### src/sv/lmi_ram.sv
`timescale 1ns / 1ps
// ----------------------------------------------------------------------------
// lmi_ram: generic synchronous RAM
// One write port and two read ports, read data registered.
// ----------------------------------------------------------------------------
module lmi_ram #(
  parameter int  WIDTH = 32,
  parameter int  DEPTH = 64,
  localparam int AW    = (DEPTH > 1) ? $clog2(DEPTH) : 1
) (
  input  logic             clk_i,
  input  logic             we_i,
  input  logic [AW-1:0]    waddr_i,
  input  logic [WIDTH-1:0] wdata_i,
  input  logic [AW-1:0]    raddr_a_i,
  input  logic [AW-1:0]    raddr_b_i,
  output logic [WIDTH-1:0] rdata_a_o,
  output logic [WIDTH-1:0] rdata_b_o
);

  logic [WIDTH-1:0] mem_q [DEPTH];
  logic [WIDTH-1:0] rdata_a_q;
  logic [WIDTH-1:0] rdata_b_q;

  always_ff @(posedge clk_i) begin
    if (we_i) begin
      mem_q[waddr_i] <= wdata_i;
    end
    rdata_a_q <= mem_q[raddr_a_i];
    rdata_b_q <= mem_q[raddr_b_i];
  end

  assign rdata_a_o = rdata_a_q;
  assign rdata_b_o = rdata_b_q;

endmodule

### config.mk
export PLATFORM = sky130hd
export DESIGN_NAME = lmi_ram
export DESIGN_NICKNAME = d
export VERILOG_FILES = /design/src/sv/lmi_ram.sv
export SDC_FILE = /design/constraint.sdc
export NUM_CORES = 2
export LEC_CHECK = 0
export CORE_MARGIN = 3
export CORE_UTILIZATION = 47
export DETAILED_ROUTE_END_ITERATION = 8
export DONT_BUFFER_PORTS = 1
export HOLD_SLACK_MARGIN = 0.15
export PLACE_DENSITY = 0.63
export SYNTH_ARGS = -nofsm -noshare
export SYNTH_HDL_FRONTEND = slang
export SYNTH_SLANG_ARGS = --single-unit
### constraint.sdc
create_clock -name clk_i -period 4.9 [get_ports clk_i]
set_input_delay 0.49 -clock clk_i [delete_from_list [all_inputs] [get_ports clk_i]]
set_output_delay 0.49 -clock clk_i [all_outputs]
set_load 0.02 [all_outputs]
==> out/metrics.yaml <==
power_per_cell_area_mw_per_mm2: 364
pwr-share-seq: 0.521
clkPwrFrac: 0.406
period_share: 0.835
cts.sinks: 2112
drt_iter0_markers: 7691
cts_tree: "built"
cts_setup_buffers: 0
multi_input_area_sq_mm: 0.0317
die_w_microns: 457
drt_first_pass_iters: 8
violations: "max-slew violations"
viasPerCell: 7.00
drc: 0
syn_to_final_growth_pct: 11.7
ys_seq_area_frac: 0.656
cts_root_buffer: "clkbuf_16"
synth_flop_cell: "edfxtp_1"
rows: 164
grt_pass1_wl_microns: 407000
nNetsFinal: 4519
grt_pass1_vias: 50800
cp_max_fo: 114
hold_class: "primary input to register"
cts.htree.levels: 4
final_common_cell: "edfxtp_1"
async_flop_share: 0
outcome: "finished, violations left"
cts_buffer_depth: 3
antenna_found_initial: 16
synth.distinct_cells: 38
grt_use_total: 0.278
netlist_instances: 4412
grt_start_max_net_pins: 506
rsz0062_at_grt: "false"
synth-xor-area-share: 0
gp_congestion: 0.812
clk_pin_slew_ps: 70
synth_top_family_by_area: "multiplexers"
period_needed_ps: 4090
io_buffers: 0
r2r_slack_ps: 1780
path_class: "primary input to register"
start_kind: "primary input"
leakagePower_nw: 33.0
numCtsBuffers: 211
synth_edf_count: 2048
placedCellCount: 6817
fp.dieArea_sq_mm: 0.209
cap_violations: 0
vdd.ir_drop.worst_mv: 0.418
layout.area.seq_sq_mm: 0.0628
mostFrequentLayoutCells: "edfxtp_1, mux4_2, clkbuf_16"
drv_slew: 153
synth_fa_ha_area_frac: 0
insertion_delay_ps: 850
slew_headroom: -0.169
final_cells: 7306
drt-total-wl_microns: 291000
dieHeight_microns: 457
required_ps: 5620
tns_ps: 0
worst_slack_ps: 807
dp_hpwl_microns: 159000
hold_violations: 0
p_int_mw: 30.3
drive_above_1_share: 0.360
synth_compound_area_frac: 0.0239
syn_area_per_cell_sq_um: 21.7
arrival_ps: 4820
cp-end-kind: "register"
wire_per_inst_microns: 39.9
ys.warnings.count: 0
ys_seq_elements: 2112
synthMuxAreaShare: 0.290
initial_core_util: 0.476
io_pins: 116
total_power_mw: 38.9
pwr-share-comb: 0.073
p_switching_mw: 8.62
vias: 51100
coreArea_sq_mm: 0.201
synth_simple_gate_area_frac: 0.0113
fillers: 15300
syn-cell-area_sq_mm: 0.0957
worst_pin_slew_ps: 1750
grt_overflow: 0
pre_cts_ws_ps: 1710
switching_share: 0.222
ctsResizeCount: 0
fin_skew_ps: 28.5
setup_viol_count_final: 0
synth_fp_nets: 4464
drt.antenna.violating_nets: 0
fmax_mhz: 244
metal layers:
metal | global-route usage | vias up | part of all wire
met1 | 0.396 | 27900 | 0.38
met2 | 0.418 | 3085 | 0.46
met3 | 0.0803 | 469 | 0.12
li1 | - | 19600 | -
met4 | 0.0883 | 12 | 0.035
met5 | 0 | - | 0.00022
worst paths after layout:
| check | start | to | cells past startpoint |
|---|---|---|---|
| worst min register to register | mem_q[36][21] | rdata_a_o[21] | 4 |
| worst max register to register | mem_q[63][17] | rdata_a_o[17] | 6 |
| worst max-delay path | raddr_a_i[0] | rdata_a_o[17] | 8 |
| worst min-delay path | raddr_b_i[3] | rdata_b_o[6] | 3 |
synth_stat cells (11+ instances only):
| cell | number | share of area |
|---|---|---|
| o221ai_1 | 16 | 0.0015 |
| mux2_2 | 36 | 0.0042 |
| a221oi_1 | 13 | 0.0012 |
| buf_2 | 121 | 0.0063 |
| o211ai_1 | 27 | 0.0021 |
| dfxtp_1 | 64 | 0.013 |
| nand2_1 | 93 | 0.0036 |
| buf_6 | 11 | 0.0013 |
| nor2b_1 | 19 | 0.0012 |
| o22ai_1 | 56 | 0.0037 |
| buf_4 | 55 | 0.0043 |
| a21oi_1 | 58 | 0.0030 |
| o21ai_1 | 31 | 0.0016 |
| mux2i_1 | 204 | 0.021 |
| buf_1 | 25 | 0.00098 |
| mux4_2 | 1124 | 0.26 |
| a211oi_1 | 15 | 0.0012 |
| a22oi_1 | 85 | 0.0067 |
| clkbuf_1 | 135 | 0.0053 |
| nor2_1 | 94 | 0.0037 |
| edfxtp_1 | 2048 | 0.64 |
| o21ai_0 | 18 | 0.00094 |
repair_timing:
action                                  CTS  global route
setup endpoints to repair                 0             0
endpoints found under the hold margin  2106             1
hold buffers                             84             1
critical path, stage by stage:
cell and delay [ps]:
buf_16 610, buf_16 510, mux4_2 610, mux2i_1 590
a21oi_1 310, a221oi_1 560, a211oi_1 90, dlygate4sd3_1 580
cell type report:
type / instances / area share
Inverter: 1 / 0.0000351
Sequential cell: 2112 / 0.588
Antenna cell: 7 / 0.000164
Multi-Input combinational cell: 1952 / 0.296
Clock inverter: 104 / 0.00795
Clock buffer: 285 / 0.0542
Tap cell: 2656 / 0.0311
Timing Repair Buffer: 189 / 0.0228
registers in the layout, summed over array words and instances, names as in the netlist:
name,flops
rdata_a_o,32
rdata_b_o,32
mem_q,2048
stage by stage:
stage	utilization	area [sq um]	hold slack [ps]
2_1_floorplan	-	95700	589
3_3_place_gp	0.490	98500	595
3_5_place_dp	0.490	98500	595
4_1_cts	0.530	107000	150
5_1_grt	0.531	107000	156
6_report	0.531	107000	189
power by group through the flow:
stage / registers [mW] / clock network [mW] / logic, mW
finish: 20.3 / 15.8 / 2.84
global route: 20.3 / 16.7 / 2.96
CTS: 20.3 / 15.9 / 2.53
detailed placement: 20.7 / 0 / 2.05
global placement: 20.6 / 0 / 2.05
floorplan: 20.5 / 0 / 1.91
logic make-up (layout without fill, tap and decap cells):
group,after synthesis,after routing
compound gates,340,340
buf+inv,348,579
flops,2112,2112
mux,1364,1364
other cells,0,7
simple gates,248,248
Power figures use the tool's default switching activity.
